## src/salc_pkg.sv

```systemverilog
// ----------------------------------------------------------------------------
// salc_pkg: shared types, constants and helpers of the set-associative cache
// Geometry of the cache, transaction payloads, configuration view and the
// helpers that clamp configuration values to the supported range.
// ----------------------------------------------------------------------------
package salc_pkg;

   // Cache geometry
   localparam int MAX_SET_BITS  = 6;
   localparam int WAYS          = 8;
   localparam int ADDR_BITS     = 48;
   localparam int NUM_SETS      = 1 << MAX_SET_BITS;
   localparam int SET_IDX_BITS  = (MAX_SET_BITS > 0) ? MAX_SET_BITS : 1;
   localparam int WAY_BITS      = (WAYS > 1) ? $clog2(WAYS) : 1;
   localparam int RANK_BITS     = WAY_BITS;
   localparam int WAY_CNT_BITS  = $clog2(WAYS + 1);

   // Configuration register widths
   localparam int SET_CFG_BITS   = 3;
   localparam int WAYS_CFG_BITS  = 4;
   localparam int BLOCK_CFG_BITS = 6;
   localparam int CSR_DATA_BITS  = 6;
   localparam int CSR_INDEX_BITS = 2;

   // Shift amounts cover block_bits plus set_bits
   localparam int SHIFT_BITS = $clog2((1 << BLOCK_CFG_BITS) + MAX_SET_BITS + 1);

   // Queue depths
   localparam int QUEUE_DEPTH = 2;
   localparam int Q_PTR_BITS  = (QUEUE_DEPTH > 1) ? $clog2(QUEUE_DEPTH) : 1;
   localparam int Q_CNT_BITS  = $clog2(QUEUE_DEPTH + 1);

   // Access kinds
   localparam logic [1:0] MODE_LOAD   = 2'd0;
   localparam logic [1:0] MODE_STORE  = 2'd1;
   localparam logic [1:0] MODE_MODIFY = 2'd2;
   localparam logic [1:0] MODE_NONE   = 2'd3;

   // Register indexes
   localparam logic [CSR_INDEX_BITS-1:0] CSR_SET_BITS   = 2'd0;
   localparam logic [CSR_INDEX_BITS-1:0] CSR_WAYS_USED  = 2'd1;
   localparam logic [CSR_INDEX_BITS-1:0] CSR_BLOCK_BITS = 2'd2;

   typedef struct packed {
      logic [1:0]           mode;
      logic [ADDR_BITS-1:0] address;
   } req_type;

   typedef struct packed {
      logic [1:0] hit_count;
      logic       missed;
      logic       evicted;
   } rsp_type;

   typedef struct packed {
      logic [SET_CFG_BITS-1:0]   set_bits;
      logic [WAYS_CFG_BITS-1:0]  ways_used;
      logic [BLOCK_CFG_BITS-1:0] block_bits;
   } cfg_type;

   // Classified access handed from the front end to the back end
   typedef struct packed {
      logic [1:0]              mode;
      logic [SET_IDX_BITS-1:0] set_idx;
      logic [ADDR_BITS-1:0]    tag;
   } job_type;

   // Per-set line state: valid bits and recency ranks (rank 0 is newest)
   typedef struct packed {
      logic [WAYS-1:0]                valid;
      logic [WAYS-1:0][RANK_BITS-1:0] rank;
   } meta_type;

   // Clamp set_bits to the supported index width
   function automatic logic [SHIFT_BITS-1:0] salc_eff_set_bits(
      input logic [SET_CFG_BITS-1:0] s);
      logic [SHIFT_BITS-1:0] r;
      if (32'(s) > MAX_SET_BITS) begin
         r = SHIFT_BITS'(MAX_SET_BITS);
      end else begin
         r = SHIFT_BITS'(s);
      end
      return r;
   endfunction

   // Clamp ways_used to 1..WAYS
   function automatic logic [WAY_CNT_BITS-1:0] salc_eff_ways(
      input logic [WAYS_CFG_BITS-1:0] n);
      logic [WAY_CNT_BITS-1:0] r;
      if (n == '0) begin
         r = WAY_CNT_BITS'(1);
      end else if (32'(n) > WAYS) begin
         r = WAY_CNT_BITS'(WAYS);
      end else begin
         r = WAY_CNT_BITS'(n);
      end
      return r;
   endfunction

endpackage

```

## src/salc_rsp_queue.sv

```systemverilog
// ----------------------------------------------------------------------------
// salc_rsp_queue: result queue
// Holds finished results until the consumer takes them, so the lookup
// engine can move on to the next access.
// ----------------------------------------------------------------------------
module salc_rsp_queue import salc_pkg::*; (
   input  logic    clock,
   input  logic    reset,
   input  logic    push,
   input  rsp_type push_data,
   output logic    full,
   output logic    rsp_empty,
   input  logic    rsp_pop,
   output rsp_type rsp_data
);

   rsp_type               q_ff [QUEUE_DEPTH];
   logic [Q_PTR_BITS-1:0] wr_ptr_ff, wr_ptr_in;
   logic [Q_PTR_BITS-1:0] rd_ptr_ff, rd_ptr_in;
   logic [Q_CNT_BITS-1:0] cnt_ff, cnt_in;
   logic                  push_ok, pop_ok;

   assign full      = (cnt_ff == Q_CNT_BITS'(QUEUE_DEPTH));
   assign rsp_empty = (cnt_ff == '0);
   assign rsp_data  = q_ff[rd_ptr_ff];
   assign push_ok   = push && !full;
   assign pop_ok    = rsp_pop && !rsp_empty;

   // Advance pointers and fill count
   always_comb begin
      wr_ptr_in = wr_ptr_ff;
      rd_ptr_in = rd_ptr_ff;
      cnt_in    = cnt_ff;
      if (push_ok) begin
         wr_ptr_in = (wr_ptr_ff == Q_PTR_BITS'(QUEUE_DEPTH - 1)) ? '0 : wr_ptr_ff + 1'b1;
      end
      if (pop_ok) begin
         rd_ptr_in = (rd_ptr_ff == Q_PTR_BITS'(QUEUE_DEPTH - 1)) ? '0 : rd_ptr_ff + 1'b1;
      end
      if (push_ok && !pop_ok) begin
         cnt_in = cnt_ff + 1'b1;
      end else if (pop_ok && !push_ok) begin
         cnt_in = cnt_ff - 1'b1;
      end
   end

   always_ff @(posedge clock) begin
      if (reset) begin
         wr_ptr_ff <= '0;
         rd_ptr_ff <= '0;
         cnt_ff    <= '0;
      end else begin
         wr_ptr_ff <= wr_ptr_in;
         rd_ptr_ff <= rd_ptr_in;
         cnt_ff    <= cnt_in;
      end
   end

   // Store the result
   always_ff @(posedge clock) begin
      if (push_ok) begin
         q_ff[wr_ptr_ff] <= push_data;
      end
   end

endmodule

```

## config.mk

```make
export PLATFORM = sky130hd
export DESIGN_NAME = salc_rsp_queue
export DESIGN_NICKNAME = d
export VERILOG_FILES = /design/src/salc_pkg.sv /design/src/salc_rsp_queue.sv
export SDC_FILE = /design/constraint.sdc
export NUM_CORES = 1
export LEC_CHECK = 0
export BUFFER_PORTS_ARGS = -buffer_cell sky130_fd_sc_hd__buf_2
export CAP_MARGIN = 25
export CORE_AREA = 2 2 39 41
export CTS_CLUSTER_DIAMETER = 200
export DETAILED_ROUTE_END_ITERATION = 8
export DIE_AREA = 0 0 41 43
export PLACE_DENSITY_LB_ADDON = 0.2
export RECOVER_POWER = 50
export SLEW_MARGIN = 20
export SYNTH_ARGS = -nofsm -noshare
export SYNTH_HDL_FRONTEND = slang
export SYNTH_SLANG_ARGS = --single-unit
```

## constraint.sdc

```tcl
create_clock -name clock -period 1.5 [get_ports clock]
set_input_delay 0.3 -clock clock [delete_from_list [all_inputs] [get_ports clock]]
set_output_delay 0.3 -clock clock [all_outputs]
set_load 0.02 [all_outputs]
```

==> results.toml <==
[outcome]
status = "complete, no violations"

[final_layout]
design_area_um2 = 649
fillers = 131
drive_gt1_share_pct = 49.1
nNetsFinal = 67
antennaDiodeCount = 0
area_growth_pct = 29.1

[synth]
netlist_instances = 37
synth_nets = 46
synth_area_um2 = 503
synth_warnings = 0
yosysSeqAreaShare_pct = 67.7
synth.distinct_cells = 12
synth.ff_latch_count = 13
synth_top_area_share_pct = 47.8
avgSynthCellArea_um2 = 13.6
synth_area_leaders = "edfxtp_1 (48%), dfxtp_1 (20%), mux2_2 (9.0%), xor2_1 (5.2%), nor2_1 (3.7%)"
synth_area_leader_cell = "edfxtp_1"

[critical_path]
cpPeakStageDelay_ps = 370
cp-end-kind = "output pin"
cp.arrival_ps = 1120
worstSetupStartpointType = "flop"
crit_family = "flip-flops"
crit_buf_inv = 1
slowest_stage = "dfxtp_2"
path_class = "flop to output pin"
critical_path_peak_fanout = 4
required_ps = 1200
crit_path_cell_trace = "mux2_2 -> buf_2"

[cts]
cts_tree = "yes"
clk_latency_ps = 260
cts.path.max_buffers = 2
cts_hold_repair.buffers = 0
cts_buffers = 3
root_buffer = "clkbuf_4"
clkSinkCount = 13
cts_max_level = 1
path_clk_slew_ps = 70

[detailed_routing]
vias_per_cell = 4.49
ant_nets = 0
drc = 0
vias = 328
drtIter0Drc = 1
drt_pass1_iterations = 2
wl_per_cell_um = 9.62
wl_um = 702

[grt]
grt_pass1_wl_um = 1080
grt_antenna_before_repair = 0
grt.overflow.total = 0
first_global_vias = 298
track_usage_pct = 9.19
grt_max_degree = 8

[sta]
worst_clock_skew_ps = 1.07
finalSetupTns_ps = 0
slew_violations = 0
slew_headroom_pct = 82.8
fin_crit_sh_pct = 94.4
setup_viol = 0
holdWs_ps = 223
rsz0062_at_grt = "true"
worst_pin_slew_ps = 257
hold_viol_final = 0
fmax_ghz = 0.706
period_minus_slack_ps = 1420
timing.final.ws_setup_ps = 83.5

[placement]
dpl.hpwl_um = 555
placed_area_um2 = 616
place_congestion = 0.651
port-buffer-count = 13
dp_worst_setup_slack_ps = 30.7

[floorplan]
dieWidth_um = 41
start_util_pct = 36.3
rows = 14
io_pins = 14
fp.dieArea_um2 = 1760
die_y_um = 43
core_um2 = 1380

[job]
cap_violations = 0

[power_and_ir_drop]
power_density_nw_per_um2 = 1810
p_sw_mw = 0.385
ir_drop_uv = 1020
comb_power_share_pct = 38.7
swShare_pct = 32.8
pwr-share-seq_pct = 44.4
power.leakage_nw = 0.272
pwr-share-clk_pct = 16.9
p_int_mw = 0.790

[min_path]
hold_path.class = "primary input to flop"
stage by stage:
stage / power [mW] / std cells / utilization [%]
after detailed placement: 0.971 / 69 / 44.5
after CTS: 1.17 / 73 / 46.4
after global placement: 0.970 / 69 / 44.5
final: 1.17 / 73 / 46.9
after floorplan: 0.816 / 37 / -
after global routing: 1.27 / 73 / 46.9
synthesized netlist by cell type:
library cell and count:
a21oi_1 2, inv_1 2, mux2_2 4, nor2b_2 1
or3_1 2, dfxtp_1 5, o21ai_0 3, nor2_1 5
and2_1 1, ha_1 1, edfxtp_1 8, xor2_1 3
logic make-up after synthesis:
logic type | Yosys count | synth area share (%)
buffers and inverters | 2 | 1.49
AO/OA/AOI/OAI | 5 | 4.97
XOR/XNOR | 3 | 5.22
multiplexers | 4 | 8.95
AND/OR/NAND/NOR | 9 | 9.21
adder cells (fa/ha/maj) | 1 | 2.49
flip-flops | 13 | 67.7
per-layer routing:
layer / up-vias / track usage [%] / routed length (um)
li1: 169 / - / -
met1: 150 / 9.86 / 296
met2: 9 / 15.3 / 369
met3: 0 / 1.57 / 36
met4: 0 / 6.00 / 0
met5: - / 0 / 0
flip-flops by register name, indices dropped and copies added, names as in the netlist, named ones only:
signal	count
rd_ptr_ff	1
wr_ptr_ff	1
cnt_ff	2
q_ff	8
power groups by stage:
stage                     Sequential (mW)  Clock (mW)  Combinational (mW)
final                               0.522       0.199               0.454
after global routing                0.531       0.233               0.503
after CTS                           0.516       0.209               0.450
after detailed placement            0.524           0               0.447
after global placement              0.522           0               0.448
after floorplan                     0.517           0               0.299
cells in the final DEF (no fill, tap or decap), drive strengths merged:
| cell type | Yosys | layout |
|---|---|---|
| a21oi | 2 | 2 |
| edfxtp | 8 | 8 |
| buf | 0 | 16 |
| mux2 | 4 | 4 |
| ha | 1 | 1 |
| and2 | 1 | 1 |
| or3 | 2 | 2 |
| inv | 2 | 2 |
| clkbuf | 0 | 4 |
| dfxtp | 5 | 5 |
| o21ai | 3 | 3 |
| xor2 | 3 | 3 |
| nor2 | 5 | 5 |
| nor2b | 1 | 1 |
final timing paths:
path / startpoint / end / slack [ps] / depth (start not counted)
max: flop / rsp_data[1] / 80 / 2
min: push_data[2] / q_ff[1][2] / 220 / 1
max reg2reg: cnt_ff[1] / cnt_ff[1] / 110 / 6
min reg2reg: wr_ptr_ff / wr_ptr_ff / 500 / 2
cell type report:
type	count	area (um2)	area share (%)
timing repair buffer	16	87.6	13.5
multi-input combinational	22	165	25.4
sequential	13	343	52.8
clock buffer	4	26.3	4.05
tap	16	20.0	3.08
inverter	2	7.51	1.16
what timing repair did:
action | in CTS | in global routing
setup buffers | 0 | 0
hold endpoints to repair | 0 | 0
endpoints found under the setup margin | 0 | 5
resized for setup | 0 | 5
No activity file was read; power rests on OpenSTA's default activity.
