--- src/salc_pkg.sv ---
// ----------------------------------------------------------------------------
// salc_pkg: shared types, constants and helpers of the set-associative cache
// Geometry of the cache, transaction payloads, configuration view and the
// helpers that clamp configuration values to the supported range.
// ----------------------------------------------------------------------------
package salc_pkg;

   // Cache geometry
   localparam int MAX_SET_BITS  = 6;
   localparam int WAYS          = 8;
   localparam int ADDR_BITS     = 48;
   localparam int NUM_SETS      = 1 << MAX_SET_BITS;
   localparam int SET_IDX_BITS  = (MAX_SET_BITS > 0) ? MAX_SET_BITS : 1;
   localparam int WAY_BITS      = (WAYS > 1) ? $clog2(WAYS) : 1;
   localparam int RANK_BITS     = WAY_BITS;
   localparam int WAY_CNT_BITS  = $clog2(WAYS + 1);

   // Configuration register widths
   localparam int SET_CFG_BITS   = 3;
   localparam int WAYS_CFG_BITS  = 4;
   localparam int BLOCK_CFG_BITS = 6;
   localparam int CSR_DATA_BITS  = 6;
   localparam int CSR_INDEX_BITS = 2;

   // Shift amounts cover block_bits plus set_bits
   localparam int SHIFT_BITS = $clog2((1 << BLOCK_CFG_BITS) + MAX_SET_BITS + 1);

   // Queue depths
   localparam int QUEUE_DEPTH = 2;
   localparam int Q_PTR_BITS  = (QUEUE_DEPTH > 1) ? $clog2(QUEUE_DEPTH) : 1;
   localparam int Q_CNT_BITS  = $clog2(QUEUE_DEPTH + 1);

   // Access kinds
   localparam logic [1:0] MODE_LOAD   = 2'd0;
   localparam logic [1:0] MODE_STORE  = 2'd1;
   localparam logic [1:0] MODE_MODIFY = 2'd2;
   localparam logic [1:0] MODE_NONE   = 2'd3;

   // Register indexes
   localparam logic [CSR_INDEX_BITS-1:0] CSR_SET_BITS   = 2'd0;
   localparam logic [CSR_INDEX_BITS-1:0] CSR_WAYS_USED  = 2'd1;
   localparam logic [CSR_INDEX_BITS-1:0] CSR_BLOCK_BITS = 2'd2;

   typedef struct packed {
      logic [1:0]           mode;
      logic [ADDR_BITS-1:0] address;
   } req_type;

   typedef struct packed {
      logic [1:0] hit_count;
      logic       missed;
      logic       evicted;
   } rsp_type;

   typedef struct packed {
      logic [SET_CFG_BITS-1:0]   set_bits;
      logic [WAYS_CFG_BITS-1:0]  ways_used;
      logic [BLOCK_CFG_BITS-1:0] block_bits;
   } cfg_type;

   // Classified access handed from the front end to the back end
   typedef struct packed {
      logic [1:0]              mode;
      logic [SET_IDX_BITS-1:0] set_idx;
      logic [ADDR_BITS-1:0]    tag;
   } job_type;

   // Per-set line state: valid bits and recency ranks (rank 0 is newest)
   typedef struct packed {
      logic [WAYS-1:0]                valid;
      logic [WAYS-1:0][RANK_BITS-1:0] rank;
   } meta_type;

   // Clamp set_bits to the supported index width
   function automatic logic [SHIFT_BITS-1:0] salc_eff_set_bits(
      input logic [SET_CFG_BITS-1:0] s);
      logic [SHIFT_BITS-1:0] r;
      if (32'(s) > MAX_SET_BITS) begin
         r = SHIFT_BITS'(MAX_SET_BITS);
      end else begin
         r = SHIFT_BITS'(s);
      end
      return r;
   endfunction

   // Clamp ways_used to 1..WAYS
   function automatic logic [WAY_CNT_BITS-1:0] salc_eff_ways(
      input logic [WAYS_CFG_BITS-1:0] n);
      logic [WAY_CNT_BITS-1:0] r;
      if (n == '0) begin
         r = WAY_CNT_BITS'(1);
      end else if (32'(n) > WAYS) begin
         r = WAY_CNT_BITS'(WAYS);
      end else begin
         r = WAY_CNT_BITS'(n);
      end
      return r;
   endfunction

endpackage

--- src/salc_front.sv ---
// ----------------------------------------------------------------------------
// salc_front: request intake and classification
// Splits each accepted address into set index and tag under the current
// configuration and holds the classified accesses in a short queue.
// ----------------------------------------------------------------------------
module salc_front import salc_pkg::*; (
   input  logic    clock,
   input  logic    reset,
   input  cfg_type cfg,
   input  logic    req_push,
   output logic    req_full,
   input  req_type req_data,
   output logic    job_valid,
   output job_type job,
   input  logic    job_pop
);

   job_type                 q_ff [QUEUE_DEPTH];
   logic [Q_PTR_BITS-1:0]   wr_ptr_ff, wr_ptr_in;
   logic [Q_PTR_BITS-1:0]   rd_ptr_ff, rd_ptr_in;
   logic [Q_CNT_BITS-1:0]   cnt_ff, cnt_in;
   logic [SHIFT_BITS-1:0]   sb, bb;
   logic [ADDR_BITS-1:0]    addr_off;
   logic [SET_IDX_BITS-1:0] set_mask;
   job_type                 job_in;
   logic                    push_ok, pop_ok;

   // Classify the incoming address
   always_comb begin
      sb             = salc_eff_set_bits(cfg.set_bits);
      bb             = SHIFT_BITS'(cfg.block_bits);
      addr_off       = req_data.address >> bb;
      set_mask       = ~({SET_IDX_BITS{1'b1}} << sb);
      job_in.mode    = req_data.mode;
      job_in.set_idx = addr_off[SET_IDX_BITS-1:0] & set_mask;
      job_in.tag     = req_data.address >> (bb + sb);
   end

   assign req_full  = (cnt_ff == Q_CNT_BITS'(QUEUE_DEPTH));
   assign job_valid = (cnt_ff != '0);
   assign job       = q_ff[rd_ptr_ff];
   assign push_ok   = req_push && !req_full;
   assign pop_ok    = job_pop && job_valid;

   // Advance pointers and fill count
   always_comb begin
      wr_ptr_in = wr_ptr_ff;
      rd_ptr_in = rd_ptr_ff;
      cnt_in    = cnt_ff;
      if (push_ok) begin
         wr_ptr_in = (wr_ptr_ff == Q_PTR_BITS'(QUEUE_DEPTH - 1)) ? '0 : wr_ptr_ff + 1'b1;
      end
      if (pop_ok) begin
         rd_ptr_in = (rd_ptr_ff == Q_PTR_BITS'(QUEUE_DEPTH - 1)) ? '0 : rd_ptr_ff + 1'b1;
      end
      if (push_ok && !pop_ok) begin
         cnt_in = cnt_ff + 1'b1;
      end else if (pop_ok && !push_ok) begin
         cnt_in = cnt_ff - 1'b1;
      end
   end

   always_ff @(posedge clock) begin
      if (reset) begin
         wr_ptr_ff <= '0;
         rd_ptr_ff <= '0;
         cnt_ff    <= '0;
      end else begin
         wr_ptr_ff <= wr_ptr_in;
         rd_ptr_ff <= rd_ptr_in;
         cnt_ff    <= cnt_in;
      end
   end

   // Store the classified access
   always_ff @(posedge clock) begin
      if (push_ok) begin
         q_ff[wr_ptr_ff] <= job_in;
      end
   end

endmodule

--- config.mk ---
export PLATFORM = sky130hd
export DESIGN_NAME = salc_front
export DESIGN_NICKNAME = d
export VERILOG_FILES = /design/src/salc_pkg.sv /design/src/salc_front.sv
export SDC_FILE = /design/constraint.sdc
export NUM_CORES = 1
export LEC_CHECK = 0
export BUFFER_PORTS_ARGS = -buffer_cell sky130_fd_sc_hd__buf_4
export CORE_UTILIZATION = 45
export DETAILED_ROUTE_END_ITERATION = 7
export PLACE_DENSITY = 0.67
export SLEW_MARGIN = 20
export SYNTH_ARGS = -nofsm -noshare
export SYNTH_HDL_FRONTEND = slang
export SYNTH_SLANG_ARGS = --single-unit
--- constraint.sdc ---
create_clock -name clock -period 3.6 [get_ports clock]
set_clock_uncertainty 0.05 [all_clocks]
set_input_delay 0.18 -clock clock [delete_from_list [all_inputs] [get_ports clock]]
set_output_delay 0.18 -clock clock [all_outputs]
set_load 0.01 [all_outputs]
==> metrics, run 1 <==
Slew @ Worst Pin 0.866 ns; Yosys top cell area share 0.366; Starting Density 0.466; sequential area share after synthesis 0.377; Worst slew margin 0.422; number of diodes 0; Sw Ratio 0.341; setup TNS 0 ns; fmax 330 MHz; Iteration-0 DRC Markers 636; Min-Delay Path Class input pin to register; initial antenna violation count 0; largest net degree at the start of global routing 52; outcome finished, final reports clean; gate count after technology mapping 761; Core Region 19,700 µm²; CP max-delay cell mux4_2; most common cell after layout, fill and taps aside buf_4; worst path required time 3.68 ns; synthesized area 9190 µm²; synthesis warning total 0; Crit path arrival time 3.11 ns; design area 11,100 µm²; Max Slew Vio Count 0; Root Buffer clkbuf_16; dpl ws 0.185 ns; HP Start cfg[10]; CP peak stage delay 0.59 ns; Clock Latency Late Sink 0.40 ns; remaining antenna violation count 0; Crit path buffers/inverters 1; CP startpoint cfg[11]; Hold Violations, Final 0; FF+latch count, synth 117; Post-route DRC 0; post-synth top area cell edfxtp_1; num rows 51; TritonCTS clock tree yes; LEAKAGE 4.33 nW; post-synthesis average cell area 12.1 µm²; CP top delay family compound AO/OA/AOI/OAI gates; Clk pwr share 0.249; Final period util 0.840; final setup violation count 0; via count of the first global-routing pass 6,936; minimum clock period 3.03 ns; Post-synth EDFFs 112; Layout area overhead 21.0%; sw power 2.11 mW; dpl hpwl 19,000 µm; Congestion Overflow GR 0; Num Clock Sinks 117; WL/cell 21.8 µm; # port buffers 120; htree depth 4; post-layout total power 6.19 mW; startpoint types input pin; DIE HEIGHT 145 µm; MaxCap Viol Count 0; first-pass GRT wire length 39,700 µm; hold_buf cts 3; number of library cell types mapped by synthesis 61; PostCTS Resize Cnt 0; share of cells above drive strength 1 0.390; Routed WL 25,200 µm; crit path cell chain buf_4 > a21boi_4 > ha_1 > fa_1 > a21oi_1 > nor2_1 > xor2_2 > mux4_2 > a22oi_1 > o21ai_1; sequential share of power 0.315; Crit. End Element register; Layout Utilization 0.564; DP Area 10,600 µm²; worst r2r src cnt_ff[0]$_SDFFE_PP0P_; die width 145 µm; most frequent cells in the layout buf_4, edfxtp_1, mux2i_1, nand2_1, mux4_2; WS Path Type input pin to register; dominant synthesized flop cell edfxtp_1; Syn Nets 833; Die Area 21,000 µm²; Via-to-Cell Ratio 6.14; TritonCTS buffer count 17; post-CTS setup buffers 0; Worst Path Max Fanout 8; final net count 952; Peak VDD IR 0.346 mV; Synth area leaders edfxtp_1, mux4_2, mux2i_1; unrepaired setup endpoints after global routing no; PwrDens 557 nW/µm²; gp weighted congestion 0.928; Cell Int Power 4.08 mW; TritonRoute pass-1 iters 5; Synth async-reset ratio 0; routed via count 7,110; Comb power frac 0.436; final worst slack 0.574 ns; I/O Pins 125; Max clock buf depth 2; Worst-path clk slew 0.05 ns; Total GRT Usage 0.243
-- worst reg2reg max path: stages, from the launching register on --
cell,delay [ns]
dfxtp_1,0.38
nand2b_1,0.15
nand2_1,0.13
nor2_4,0.60
buf_4,0.40
-- per-layer routing --
| metal | share of wire | up-vias | routed length [µm] | global-route usage |
|---|---|---|---|---|
| met3 | 0.065 | 32 | 1640 | 0.0421 |
| met1 | 0.43 | 3514 | 11000 | 0.333 |
| li1 | - | 3247 | - | - |
| met5 | 0 | - | 0 | 0 |
| met2 | 0.48 | 317 | 12000 | 0.394 |
| met4 | 0.023 | 0 | 576 | 0.0723 |
-- registers in the layout (all words and copies together), names as in the netlist, named ones only --
register,flops
q_ff,112
wr_ptr_ff,1
rd_ptr_ff,1
cnt_ff,2
-- stage by stage --
stage,std cells,hold WS [ns]
finish,1158,0.0975
global route,1158,0.0974
CTS,1158,0.0867
detailed placement,1123,0.322
global placement,1123,0.317
floorplan,761,0.199
-- synth_stat cells (all sizes together) (4+ instances only) --
| library cell | count |
|---|---|
| a211oi | 5 |
| or3 | 6 |
| mux2i | 102 |
| edfxtp | 112 |
| o21ai | 15 |
| ha | 4 |
| inv | 10 |
| buf | 29 |
| and2 | 9 |
| nand2b | 4 |
| o22ai | 11 |
| a22oi | 8 |
| dfxtp | 5 |
| mux2 | 70 |
| o211ai | 6 |
| nor3 | 7 |
| nand2 | 83 |
| a21oi | 38 |
| nor2b | 7 |
| a211o | 4 |
| nor2 | 42 |
| mux4 | 77 |
| clkbuf | 30 |
| xor2 | 7 |
| and3 | 5 |
| nand3 | 15 |
| xnor2 | 8 |
-- cells by family (layout without fill, tap and decap cells) --
family / after synthesis / in the layout / share of synthesized area
mux: 249 / 249 / 0.385
buf+inv: 70 / 202 / 0.0352
xor+xnor: 15 / 15 / 0.0167
flops: 117 / 117 / 0.377
fa+ha+maj: 5 / 5 / 0.00762
simple gates: 181 / 181 / 0.0861
compound gates: 124 / 124 / 0.0921
-- cell type report --
cell class                      instances  area (µm²)
Timing Repair Buffer                  159        1260
Clock inverter                         13         110
Inverter                               11        41.3
Sequential cell                       117        3460
Multi-Input combinational cell        574        5480
Fill cell                            1693        8590
Tap cell                              265         332
Clock buffer                           19         433
-- power by group through the flow --
stage | clock network, mW | registers (mW) | logic (mW)
after CTS | 1.56 | 1.96 | 2.70
after floorplan | 0 | 1.93 | 1.72
after global placement | 0 | 1.97 | 2.67
after detailed placement | 0 | 1.98 | 2.68
after global routing | 1.62 | 1.98 | 2.88
final | 1.54 | 1.95 | 2.70
-- path summary, 6_finish.rpt --
check / endpoint / slack, ns / cells after the start
setup / recovery: q_ff[0][12]$_DFFE_PP_ / 0.57 / 10
hold / removal: q_ff[0][48]$_DFFE_PP_ / 0.1 / 2
setup reg to reg: q_ff[0][28]$_DFFE_PP_ / 1.57 / 4
hold reg to reg: register / 0.45 / 2
Note: power is estimated with default switching activity, not from simulation.
==> inputs of run 2 (changes only) <==
Clock period 3.6 ns to 2.5 ns, I/O delays scaled along.
==> metrics, run 2 (synthesis results as in run 1) <==
outcome complete, but fails checks; failing checks setup timing; # port buffers 120 (unchanged); Peak VDD IR 0.509 mV (+47%); Worst slew margin 0.559 (+0.137); Slew @ Worst Pin 0.660 ns (-0.206 ns); Via-to-Cell Ratio 6.17 (+0.53%); Layout area overhead 36.8%; share of cells above drive strength 1 0.515 (+0.125); Clock Latency Late Sink 0.40 ns (about the same); first-pass GRT wire length 42,500 µm (+7.2%); PwrDens 779 nW/µm² (+40%); final setup violation count 16 (+16); die width 145 µm (unchanged); dpl hpwl 21,200 µm (+12%); most frequent cells in the layout buf_4, edfxtp_1, mux2i_1, nand2_1, mux4_2; Iteration-0 DRC Markers 725 (+14%); worst path required time 2.59 ns (-1.09 ns); minimum clock period 2.57 ns; Routed WL 28,500 µm (+13%); Post-route DRC 0 (unchanged); post-layout total power 9.80 mW (+58%); cell with the most instances on the worst path mux4_2; TritonCTS clock tree yes; LEAKAGE 5.02 nW (+16%); unrepaired setup endpoints after global routing yes; setup TNS -0.395 ns (-0.395 ns); Crit path arrival time 2.66 ns (-0.45 ns); Core Region 19,700 µm² (unchanged); CP top delay family multiplexers; Crit path buffers/inverters 2 (+1); Final period util 1.03; TritonCTS buffer count 17 (unchanged); Crit. End Element register; WS Path Type input pin to register; htree depth 4 (unchanged); Min-Delay Path Class input pin to register; initial antenna violation count 0 (unchanged); gp weighted congestion 0.966 (+4.1%); Layout Cells excl Fill 1,277 (+10%); WL/cell 22.3 µm (+2.4%); crit path cell chain buf_6 > a21boi_4 > ha_4 > fa_2 > xor2_4 > clkbuf_16 > mux4_2 > mux4_2 > o21ai_2 > a21oi_2; Total GRT Usage 0.263 (+0.0199); Congestion Overflow GR 0 (unchanged); MaxCap Viol Count 0 (unchanged); CP max-delay cell mux4_2; final net count 1,071 (+13%); FILL cells 1,504 (-11%); TritonRoute pass-1 iters 5 (unchanged); dpl ws -0.554 ns (-0.739 ns); Starting Density 0.466 (unchanged); CP peak stage delay 0.56 ns (-0.03 ns); worst hold slack 0.0560 ns (-0.0415 ns); Max clock buf depth 2 (unchanged); Top reg by flops q_ff; Worst Path Max Fanout 8 (unchanged); Hold Violations, Final 0 (unchanged); DIE HEIGHT 145 µm (unchanged); dpl cells 1,223 (+8.9%); Num Clock Sinks 117 (unchanged); Max Slew Vio Count 0 (unchanged); num rows 51 (unchanged); Top Registers q_ff: 112 flops, cnt_ff: 2 flops; largest net degree at the start of global routing 57 (+9.6%); Root Buffer clkbuf_16; via count of the first global-routing pass 7,440 (+7.3%); routed via count 7,882 (+11%); number of diodes 0 (unchanged); I/O Pins 125 (unchanged); Worst-path clk slew 0.05 ns (about the same); final worst slack -0.0695 ns (-0.644 ns); Die Area 21,000 µm² (unchanged); remaining antenna violation count 0 (unchanged); most common cell after layout, fill and taps aside buf_4; fmax 389 MHz; max reg flops 112 (unchanged); startpoint types input pin
==> run 2: worst paths after layout <==
check	from	endpoint	slack, ns	depth (start not counted)
setup / recovery	cfg[10]	q_ff[1][8]$_DFFE_PP_	-0.07	10
hold / removal	job_pop	register	0.06	4
setup reg to reg	cnt_ff[0]$_SDFFE_PP0P_	q_ff[0][11]$_DFFE_PP_	0.76	4
hold reg to reg	cnt_ff[1]$_SDFFE_PP0P_	cnt_ff[1]$_SDFFE_PP0P_	0.45	2
==> run 2: final cells by class <==
| class | count | area, µm² | area share |
|---|---|---|---|
| tap | 265 | 332 | 0.0264 |
| inverter | 11 | 46.3 | 0.00368 |
| sequential | 117 | 3460 | 0.275 |
| clock buffer | 19 | 433 | 0.0344 |
| multi-input combinational | 574 | 5840 | 0.464 |
| timing repair buffer | 278 | 2350 | 0.187 |
| clock inverter | 13 | 115 | 0.00915 |
==> run 2: through the flow <==
stage / instance area, µm² / util
2_1_floorplan: 9410 / -
3_3_place_gp: 11500 / 0.584
3_5_place_dp: 11500 / 0.584
4_1_cts: 12100 / 0.615
5_1_grt: 12600 / 0.638
6_report: 12600 / 0.638
==> run 2: routing by layer <==
metal,wire length [µm],global-route usage,vias up
met2,13700,0.421,429
li1,-,-,3494
met3,2040,0.0340,87
met5,0,0,-
met1,11600,0.359,3872
met4,1120,0.110,0
==> run 2: where the power goes <==
| group | internal, mW | switching (mW) | total [mW] |
|---|---|---|---|
| combinational | 2.42 | 2.37 | 4.79 |
| clock | 1.44 | 0.799 | 2.24 |
| sequential | 2.66 | 0.117 | 2.77 |
| total | 6.51 | 3.29 | 9.80 |
==> run 2: worst min-delay path, stage by stage <==
cell,delay [ns]
buf_4,0.11
nand2_1,0.08
xor2_1,0.08
nor2_1,0.07
==> run 2: what timing repair did <==
item | 4_1_cts | 5_1_grt
pin swaps | 1 | 7
hold endpoints to repair | 9 | 0
setup buffers | 2 | 14
resized for setup | 8 | 53
hold buffers | 3 | 0
gates cloned | 0 | 4
setup endpoints to repair | 42 | 51
